File: config.mk
export PLATFORM = sky130hd
export DESIGN_NAME = mirror_border_symmetric_fir_row
export DESIGN_NICKNAME = d
export VERILOG_FILES = /design/src/hw/rtl/mbsf_pkg.sv /design/src/hw/rtl/mirror_border_symmetric_fir_row.sv
export SDC_FILE = /design/constraint.sdc
export NUM_CORES = 2
export LEC_CHECK = 0
export ABC_AREA = 1
export BUFFER_PORTS_ARGS = -buffer_cell sky130_fd_sc_hd__buf_4
export CORE_MARGIN = 10
export CORE_UTILIZATION = 35
export CTS_CLUSTER_DIAMETER = 60
export DETAILED_ROUTE_END_ITERATION = 12
export MAX_ROUTING_LAYER = met4
export PLACE_DENSITY = 0.47
export RECOVER_POWER = 50
export SLEW_MARGIN = 10
export SYNTH_ARGS = -nofsm -noshare
export SYNTH_HDL_FRONTEND = slang
export SYNTH_SLANG_ARGS = --single-unit
File: constraint.sdc
create_clock -name i_clk -period 11.9 [get_ports i_clk]
set_clock_uncertainty 0.15 [all_clocks]
set_input_delay 1.19 -clock i_clk [delete_from_list [all_inputs] [get_ports i_clk]]
set_output_delay 1.19 -clock i_clk [all_outputs]
set_load 0.1 [all_outputs]
File: src/hw/rtl/mbsf_pkg.sv
// Shared constants, register indexes and request types of the mirror-border FIR row filter.
`default_nettype none

package mbsf_pkg;

    localparam int MAX_TAPS  = 16;
    localparam int MAX_ROW   = 4096;
    localparam int WIN_DEPTH = 31;
    localparam int MAX_OUT   = 16;

    localparam int POS_W    = $clog2(MAX_ROW) + 1;
    localparam int J_W      = POS_W + 2;
    localparam int TAP_W    = 5;
    localparam int K_W      = $clog2(MAX_TAPS);
    localparam int WA_W     = $clog2(WIN_DEPTH);
    localparam int CNT_W    = $clog2(MAX_OUT + 1);
    localparam int SAMPLE_W = 16;
    localparam int COEF_W   = 16;
    localparam int PAIR_W   = SAMPLE_W + 1;
    localparam int PROD_W   = PAIR_W + COEF_W;
    localparam int ACC_W    = 37;
    localparam int GROUP_W  = 64;
    localparam int GROUPS   = 4;
    localparam int ADDR_W   = 6;
    localparam int RIDX_W   = 3;

    localparam logic [RIDX_W-1:0] REG_TAP_COUNT = 3'd0;
    localparam logic [RIDX_W-1:0] REG_ODD_MODE  = 3'd1;
    localparam logic [RIDX_W-1:0] REG_COEF_A    = 3'd2;
    localparam logic [RIDX_W-1:0] REG_COEF_B    = 3'd3;
    localparam logic [RIDX_W-1:0] REG_COEF_C    = 3'd4;
    localparam logic [RIDX_W-1:0] REG_COEF_D    = 3'd5;

    typedef struct packed {
        logic signed [SAMPLE_W-1:0] sample;
        logic                       row_end;
    } t_in;

    typedef struct packed {
        logic signed [ACC_W-1:0] filtered;
        logic                    row_done;
        logic                    short_row;
    } t_out;

endpackage

`default_nettype wire

File: src/hw/rtl/mirror_border_symmetric_fir_row.sv
// Streaming symmetric/antisymmetric FIR over one image row with mirror borders.
//
// One sample request is taken per idle cycle; the block then stays busy while a single
// shared 16x17 multiply-accumulate walks the tap pairs of each result that the sample
// releases. A result issues tap_count tap pairs (held to 2..16), then drains the MAC
// pipeline and loads the output register; the row-end sample flushes up to 16 results.
// The 31-entry sample window has two read ports and one write port; a finished result
// sits in an output register, so the next sample is taken while it waits.
`default_nettype none

module mirror_border_symmetric_fir_row
    import mbsf_pkg::*;
(
    input  wire logic                i_clk,
    input  wire logic                i_rst_n,

    input  wire logic                i_valid,
    input  wire t_in                 i_data,
    output logic                     o_stall,

    output logic                     o_valid,
    output t_out                     o_data,
    input  wire logic                i_stall,

    input  wire logic                psel,
    input  wire logic                penable,
    input  wire logic                pwrite,
    input  wire logic [ADDR_W-1:0]   paddr,
    input  wire logic [GROUP_W-1:0]  pwdata,
    output logic [GROUP_W-1:0]       prdata,
    output logic                     pready
);

    localparam logic [1:0] S_IDLE  = 2'd0;
    localparam logic [1:0] S_RUN   = 2'd1;
    localparam logic [1:0] S_DRAIN = 2'd2;
    localparam logic [1:0] S_PUSH  = 2'd3;

    // configuration
    logic [TAP_W-1:0]   r_tap_count;
    logic               r_odd_mode;
    logic [GROUP_W-1:0] r_coef [GROUPS];

    // row bookkeeping
    logic [POS_W-1:0] r_row_pos;
    logic [POS_W-1:0] r_emit;
    logic [WA_W-1:0]  r_wptr;

    // job of the current request
    logic [1:0]       r_state;
    logic [POS_W-1:0] r_p;
    logic [WA_W-1:0]  r_jp;
    logic [POS_W-1:0] r_n;
    logic [POS_W-1:0] r_i;
    logic [CNT_W-1:0] r_left;
    logic [K_W-1:0]   r_k;
    logic             r_job_end;
    logic             r_short;

    // window memory and MAC pipeline
    logic [SAMPLE_W-1:0]      r_win [WIN_DEPTH];
    logic [SAMPLE_W-1:0]      r_rd_r;
    logic [SAMPLE_W-1:0]      r_rd_l;
    logic                     r_s1_v;
    logic                     r_s1_first;
    logic                     r_s1_last;
    logic [K_W-1:0]           r_s1_k;
    logic signed [PROD_W-1:0] r_prod;
    logic                     r_s2_v;
    logic                     r_s2_first;
    logic                     r_s2_last;
    logic signed [ACC_W-1:0]  r_acc;

    logic r_out_v;
    t_out r_out;

    // helpers
    logic                     cfg_wr;
    logic [RIDX_W-1:0]        cfg_idx;
    logic                     in_acc;
    logic                     out_load;
    logic [TAP_W-1:0]         taps;
    logic [K_W-1:0]           last_k;
    logic [POS_W-1:0]         row_n;
    logic                     end_flag;
    logic                     short_flag;
    logic signed [J_W-1:0]    avail;
    logic [CNT_W-1:0]         cnt_ne;
    logic [POS_W-1:0]         e_clip;
    logic [POS_W-1:0]         e_start;
    logic [CNT_W-1:0]         cnt_end;
    logic [WA_W-1:0]          n_wptr;
    logic signed [J_W-1:0]    j_right;
    logic signed [J_W-1:0]    j_left;
    logic [WA_W-1:0]          addr_r;
    logic [WA_W-1:0]          addr_l;
    logic signed [COEF_W-1:0] coef;
    logic signed [PAIR_W-1:0] pair;
    logic signed [PAIR_W-1:0] samp_r;
    logic signed [PAIR_W-1:0] samp_l;

    // Reflect a row index into [0, n-1] without repeating the edge pixel.
    function automatic logic [POS_W-1:0] f_mirror(input logic signed [J_W-1:0] j_in,
                                                 input logic [POS_W-1:0] n);
        logic signed [J_W-1:0] j;
        logic signed [J_W-1:0] last;
        j    = j_in;
        last = J_W'($signed({2'b00, n}) - 1);
        if (j < 0) begin
            j = -j;
        end
        if (j > last) begin
            j = J_W'(last + last - j);
        end
        if (j < 0) begin
            j = '0;
        end
        if (j > last) begin
            j = last;
        end
        return j[POS_W-1:0];
    endfunction

    // Window slot of row index j, counted back from the slot of the newest sample.
    function automatic logic [WA_W-1:0] f_slot(input logic [POS_W-1:0] j,
                                              input logic [POS_W-1:0] p,
                                              input logic [WA_W-1:0]  jp);
        logic [POS_W-1:0] d;
        logic [WA_W-1:0]  d5;
        d  = p - j;
        d5 = d[WA_W-1:0];
        if (jp >= d5) begin
            return WA_W'(jp - d5);
        end
        return WA_W'(32'(jp) + WIN_DEPTH - 32'(d5));
    endfunction

    assign pready   = 1'b1;
    assign cfg_wr   = psel && penable && pwrite && pready;
    assign cfg_idx  = paddr[ADDR_W-1:3];
    assign o_stall  = (r_state != S_IDLE);
    assign in_acc   = i_valid && !o_stall;
    assign out_load = (r_state == S_PUSH) && (!r_out_v || !i_stall);
    assign o_valid  = r_out_v;
    assign o_data   = r_out;

    always_comb begin
        case (cfg_idx)
            REG_TAP_COUNT: prdata = GROUP_W'(r_tap_count);
            REG_ODD_MODE:  prdata = GROUP_W'(r_odd_mode);
            REG_COEF_A:    prdata = r_coef[0];
            REG_COEF_B:    prdata = r_coef[1];
            REG_COEF_C:    prdata = r_coef[2];
            REG_COEF_D:    prdata = r_coef[3];
            default:       prdata = '0;
        endcase
    end

    // plan of the request: how many results it releases and from which pixel
    always_comb begin
        if (r_tap_count < TAP_W'(2)) begin
            taps = TAP_W'(2);
        end else if (r_tap_count > TAP_W'(MAX_TAPS)) begin
            taps = TAP_W'(MAX_TAPS);
        end else begin
            taps = r_tap_count;
        end
        last_k     = K_W'(taps - TAP_W'(1));
        row_n      = r_row_pos + POS_W'(1);
        end_flag   = i_data.row_end || (32'(row_n) >= MAX_ROW);
        short_flag = (row_n < POS_W'(taps));

        avail = J_W'($signed({2'b00, r_row_pos}) - $signed(J_W'(last_k))
                     - $signed({2'b00, r_emit}));
        if (avail < 0) begin
            cnt_ne = '0;
        end else if (avail >= J_W'(MAX_OUT - 1)) begin
            cnt_ne = CNT_W'(MAX_OUT);
        end else begin
            cnt_ne = CNT_W'(avail + J_W'(1));
        end

        e_clip  = (r_emit > row_n - POS_W'(1)) ? row_n - POS_W'(1) : r_emit;
        e_start = (row_n - e_clip > POS_W'(MAX_OUT)) ? row_n - POS_W'(MAX_OUT) : e_clip;
        cnt_end = CNT_W'(row_n - e_start);

        n_wptr = (r_wptr == WA_W'(WIN_DEPTH - 1)) ? '0 : r_wptr + WA_W'(1);
    end

    // tap issue: mirrored indexes and window slots
    always_comb begin
        j_right = $signed({2'b00, r_i}) + $signed(J_W'(r_k));
        j_left  = $signed({2'b00, r_i}) - $signed(J_W'(r_k));
        addr_r  = f_slot(f_mirror(j_right, r_n), r_p, r_jp);
        addr_l  = f_slot(f_mirror(j_left, r_n), r_p, r_jp);
    end

    // pair and coefficient of the tap in stage one
    always_comb begin
        coef   = $signed(r_coef[r_s1_k[K_W-1:2]][16*r_s1_k[1:0] +: COEF_W]);
        samp_r = PAIR_W'($signed(r_rd_r));
        samp_l = PAIR_W'($signed(r_rd_l));
        if (r_s1_first) begin
            pair = samp_r;
        end else if (r_odd_mode) begin
            pair = samp_r - samp_l;
        end else begin
            pair = samp_r + samp_l;
        end
    end

    always_ff @(posedge i_clk) begin
        if (!i_rst_n) begin
            r_tap_count <= TAP_W'(2);
            r_odd_mode  <= 1'b0;
            for (int g = 0; g < GROUPS; g++) begin
                r_coef[g] <= '0;
            end
        end else if (cfg_wr) begin
            case (cfg_idx)
                REG_TAP_COUNT: r_tap_count <= pwdata[TAP_W-1:0];
                REG_ODD_MODE:  r_odd_mode  <= pwdata[0];
                REG_COEF_A:    r_coef[0]   <= pwdata;
                REG_COEF_B:    r_coef[1]   <= pwdata;
                REG_COEF_C:    r_coef[2]   <= pwdata;
                REG_COEF_D:    r_coef[3]   <= pwdata;
                default:       ;
            endcase
        end
    end

    always_ff @(posedge i_clk) begin
        if (in_acc) begin
            r_win[r_wptr] <= i_data.sample;
        end
        r_rd_r <= r_win[addr_r];
        r_rd_l <= r_win[addr_l];
    end

    // sequencer
    always_ff @(posedge i_clk) begin
        if (!i_rst_n) begin
            r_state   <= S_IDLE;
            r_row_pos <= '0;
            r_emit    <= '0;
            r_wptr    <= '0;
            r_left    <= '0;
            r_k       <= '0;
            r_job_end <= 1'b0;
            r_short   <= 1'b0;
        end else begin
            case (r_state)
                S_IDLE: begin
                    if (in_acc) begin
                        r_p     <= r_row_pos;
                        r_jp    <= r_wptr;
                        r_n     <= row_n;
                        r_k     <= '0;
                        r_short <= 1'b0;
                        if (end_flag) begin
                            r_row_pos <= '0;
                            r_emit    <= '0;
                            r_wptr    <= '0;
                            r_job_end <= 1'b1;
                            if (short_flag) begin
                                r_short <= 1'b1;
                                r_left  <= CNT_W'(1);
                                r_state <= S_PUSH;
                            end else begin
                                r_i     <= e_start;
                                r_left  <= cnt_end;
                                r_state <= S_RUN;
                            end
                        end else begin
                            r_row_pos <= row_n;
                            r_wptr    <= n_wptr;
                            r_emit    <= r_emit + POS_W'(cnt_ne);
                            r_job_end <= 1'b0;
                            r_i       <= r_emit;
                            r_left    <= cnt_ne;
                            if (cnt_ne != '0) begin
                                r_state <= S_RUN;
                            end
                        end
                    end
                end
                S_RUN: begin
                    if (r_k == last_k) begin
                        r_state <= S_DRAIN;
                    end else begin
                        r_k <= r_k + K_W'(1);
                    end
                end
                S_DRAIN: begin
                    if (r_s2_v && r_s2_last) begin
                        r_state <= S_PUSH;
                    end
                end
                S_PUSH: begin
                    if (out_load) begin
                        if (r_left == CNT_W'(1)) begin
                            r_state <= S_IDLE;
                        end else begin
                            r_left  <= r_left - CNT_W'(1);
                            r_i     <= r_i + POS_W'(1);
                            r_k     <= '0;
                            r_state <= S_RUN;
                        end
                    end
                end
                default: r_state <= S_IDLE;
            endcase
        end
    end

    // MAC pipeline: read, multiply, accumulate
    always_ff @(posedge i_clk) begin
        if (!i_rst_n) begin
            r_s1_v <= 1'b0;
            r_s2_v <= 1'b0;
        end else begin
            r_s1_v <= (r_state == S_RUN);
            r_s2_v <= r_s1_v;
        end
    end

    always_ff @(posedge i_clk) begin
        r_s1_first <= (r_k == '0);
        r_s1_last  <= (r_k == last_k);
        r_s1_k     <= r_k;
        r_prod     <= PROD_W'(coef * pair);
        r_s2_first <= r_s1_first;
        r_s2_last  <= r_s1_last;
        if (r_s2_v) begin
            r_acc <= r_s2_first ? ACC_W'(r_prod) : r_acc + ACC_W'(r_prod);
        end
    end

    // output register
    always_ff @(posedge i_clk) begin
        if (!i_rst_n) begin
            r_out_v <= 1'b0;
        end else if (out_load) begin
            r_out_v <= 1'b1;
        end else if (!i_stall) begin
            r_out_v <= 1'b0;
        end
    end

    always_ff @(posedge i_clk) begin
        if (out_load) begin
            r_out.filtered  <= r_short ? '0 : r_acc;
            r_out.row_done  <= r_short || (r_job_end && (r_left == CNT_W'(1)));
            r_out.short_row <= r_short;
        end
    end

`ifndef SYNTHESIS
    a_left_bound: assert property (@(posedge i_clk) disable iff (!i_rst_n)
        r_left <= CNT_W'(MAX_OUT))
        else $error("result count exceeds burst limit");

    a_idle_quiet: assert property (@(posedge i_clk) disable iff (!i_rst_n)
        (r_state == S_IDLE) |-> (!r_s1_v && !r_s2_v))
        else $error("MAC pipeline busy while idle");

    a_k_range: assert property (@(posedge i_clk) disable iff (!i_rst_n)
        (r_state == S_RUN) |-> (r_k <= last_k))
        else $error("tap counter past last tap");

    a_short_form: assert property (@(posedge i_clk) disable iff (!i_rst_n)
        (o_valid && o_data.short_row) |-> (o_data.row_done && (o_data.filtered == '0)))
        else $error("short-row result malformed");

    a_push_ready: assert property (@(posedge i_clk) disable iff (!i_rst_n)
        (r_state == S_DRAIN && r_s2_v && r_s2_last) |=> (r_state == S_PUSH))
        else $error("finished sum not pushed");
`endif

endmodule

`default_nettype wire
==> summary.md <==
| Metric | Value |
|---|---|
| Drt first pass iters | `6` |
| Hold_buf cts | `0` |
| Initial Utilization | `about a third` |
| Num rows | `about 160` |
| Layout cells sized above 1 | `just under 7%` |
| Reg area | `0.0285 sq mm` |
| Worst Path Buf+Inv | `10` |
| Top_reg_cell synth | `edfxtp_1` |
| TritonCTS Sinks | `between 900 and 1,000` |
| Crit-path leading delay family | `simple AND/OR/NAND/NOR gates` |
| Drt via density | `about 5.2` |
| Worst-Skew Late Latency | `around 0.80 ns` |
| Final nets | `between 9,000 and 10,000` |
| CP endpoint kind | `flop` |
| Crit Reg-Reg Endpoint | `r_rd_r[1]` |
| Max-slew violations | `699` |
| HP Class | `flop to flop` |
| Max Root-Sink Buffers | `3` |
| Synth cell types | `73` |
| CP startpoint kind | `flop` |
| CP required | `roughly 12 ns` |
| Status | `finished, violations left` |
| Synth Warn # | `0` |
| Asr flop ratio synth | `0%` |
| Critical Path Start | `r_n[0]` |
| CP Capture Point | `r_rd_r[1]` |
| Root Driver | `clkbuf_16` |
| Failing checks | `max-capacitance violations, max-slew violations` |
| Highest clock rate | `0.0934 GHz` |
| Initial antenna violation count | `3` |
| Core area | `just under 0.2 sq mm` |
| GRT Total Usage | `21.8%` |
| Setup Buffers After CTS | `0` |
| DRT iter0 DRCs | `about 4,500` |
| Crit path largest cell delay | `roughly 0.50 ns` |
| Final setup violation count | `0` |
| Setup TNS | `0 ns` |
| Max Cap Violations | `23` |
| Area occupied by multi-input gates | `0.0347 sq mm` |
| Critical Path Fanout Max | `just over 70` |
| Fin. Hold Viols | `0` |
| Crit-path most repeated cell | `nand2_1` |
| Slew Limit Headroom | `-204%` |
| Drc violations | `0` |
| Worst R2R Setup Slack | `1.19 ns` |
| Syn Area/Cell | `8.34 sq um` |
| #FFs+latches synth | `just under 1,000` |
| Worst Tran Pin Value | `4.57 ns` |
| CP Data Arrival Time | `around 11 ns` |
| Post-synth EDFFs | `864` |
| Register area share after synthesis | `around two fifths` |
| Synth area leader | `edfxtp_1` |
| CP Depth | `53` |
| Post-Syn Area | `approximately 0.070 sq mm` |
| Num ports | `200` |
| Total global routing overflow | `0` |
| Fill count | `around 20,000` |
| Post_cts resized | `0` |
| IO buf count | `about 200` |
| Wire length per cell | `about 21 um` |
| Clock slew at reported path FFs | `0.06 ns` |
| Final period util | `between 80% and 90%` |
| Kind of critical path | `flop to flop` |
| Synth Instances | `8,352` |
| Slowest cell on crit path | `edfxtp_1` |
| Die X | `between 400 and 500 um` |
| Total CTS buffers | `between 100 and 150` |
| Routed WL | `roughly 240 mm` |
| DRT antenna net count | `0` |
| Number of global-route vias before repair | `roughly 57,000` |
| Die area | `0.217 sq mm` |
| H-tree levels | `4` |
| Synth top area share | `about 37%` |
| Minimum clock period | `10.71 ns` |
| Post-DP HPWL | `157 mm` |
| Largest net degree at the start of global routing | `~130` |
| Final GP Congestion | `between 0.8 and 0.9` |
| R2R Path Start | `r_n[0]` |
| Hold WS | `between 0.15 and 0.2 ns` |
| Area delta synth->final | `12.4%` |
| First-pass GRT wire length | `354 mm` |
| Synth area leaders | `edfxtp_1 (37%), nand2_1 (9.6%), fa_1 (8.4%)` |
| TritonCTS clock tree | `yes` |
| Chip Height | `around 470 um` |
| R2R depth | `53` |
| Vias after detailed routing | `roughly 58,000` |
| RSZ-0062 raised after global routing | `no` |
[routing by layer]
layer	vias to the layer above	routed length (um)	global-route usage (%)
li1	27800	-	-
met1	28000	108000	29.1
met2	1753	108000	34.5
met3	362	13700	2.81
met4	0	6560	6.36
met5	-	0	-
[worst reg2reg max path: cells and delay by family, from the launching register on]
kind,cells,cell delay [ns]
XOR/XNOR,2,0.57
flip-flops,1,0.50
AND/OR/NAND/NOR,24,3.45
buffers and inverters,10,1.85
adder cells (fa/ha/maj),6,1.82
AO/OA/AOI/OAI,11,2.29
[layout make-up]
type                    instances  share of cell area (%)
multi-input cells            5600                    44.3
flip-flops and latches        990                    36.4
inverters                    1384                    6.64
clock buffers                 162                    4.53
well taps                    2640                    4.22
repair buffers                322                    3.08
clock inverters                73                   0.906
diodes                          3                 0.00959
[registers in the layout (all words and copies together), names as in the netlist, 2 cells and up]
register,flops
r_s1_k,4
r_row_pos,13
r_rd_r,16
r_acc,37
r_state,2
r_p,5
r_jp,5
r_win,496
o_data,39
r_i,13
r_tap_count,5
r_rd_l,16
r_emit,13
r_coef,256
r_k,4
r_prod,33
r_left,5
r_wptr,5
r_n,13
[through the flow]
step	setup WS (ns)	cell area (sq um)	cells	utilization (%)
floorplan	3.09	69700	8354	-
global placement	1.07	74500	10900	37.7
detailed placement	1.19	74500	10900	37.7
CTS	1.10	78700	11200	39.8
global route	0.0350	78300	11200	39.6
finish	1.19	78300	11200	39.6
[cells in the final DEF, fill, tap and decap left out, types with 293 or more instances in the layout]
master    count
fa_1        293
nand2_1    1785
inv_1      1363
nand3_1     850
o21ai_0     336
ha_1        331
o211ai_1    320
edfxtp_1    864
a21oi_1     367
nor2_1      647
[worst min path at each step]
stage	startpoint	end	slack [ns]	cells after the start
final	r_s1_last	r_s2_last	0.17	0
after global placement	r_s1_last	r_s2_last	0.17	0
after CTS	r_s1_last	r_s2_last	0.18	0
after global routing	r_s1_last	r_s2_last	0.19	0
after detailed placement	r_s1_last	r_s2_last	0.16	0
after floorplan	r_s1_last	r_s2_last	0.16	0
[synthesized netlist by cell type (all sizes together), types with 126 or more instances]
cell    count
dfxtp     126
nand3     857
ha        331
o21ai     358
xor2      134
a21oi     369
fa        293
nor2      689
o211ai    320
inv      1377
edfxtp    864
buf       165
nand2    1802
clkbuf    215
[cells by family (layout without fill, tap and decap cells)]
kind of cell    count (synthesis)  after routing  synth area share (%)
mux                            28             28                 0.404
buf+inv                      1764           1941                  9.82
simple gates                 3511           3511                  21.3
flops                         990            990                  40.9
compound gates               1248           1248                  10.9
fa+ha+maj                     624            624                  14.4
other cells                     2              7                0.0108
xor+xnor                      185            185                  2.35
Power is not shown: default switching activity piles up to over one toggle a cycle in this logic, so the estimate is an artifact.
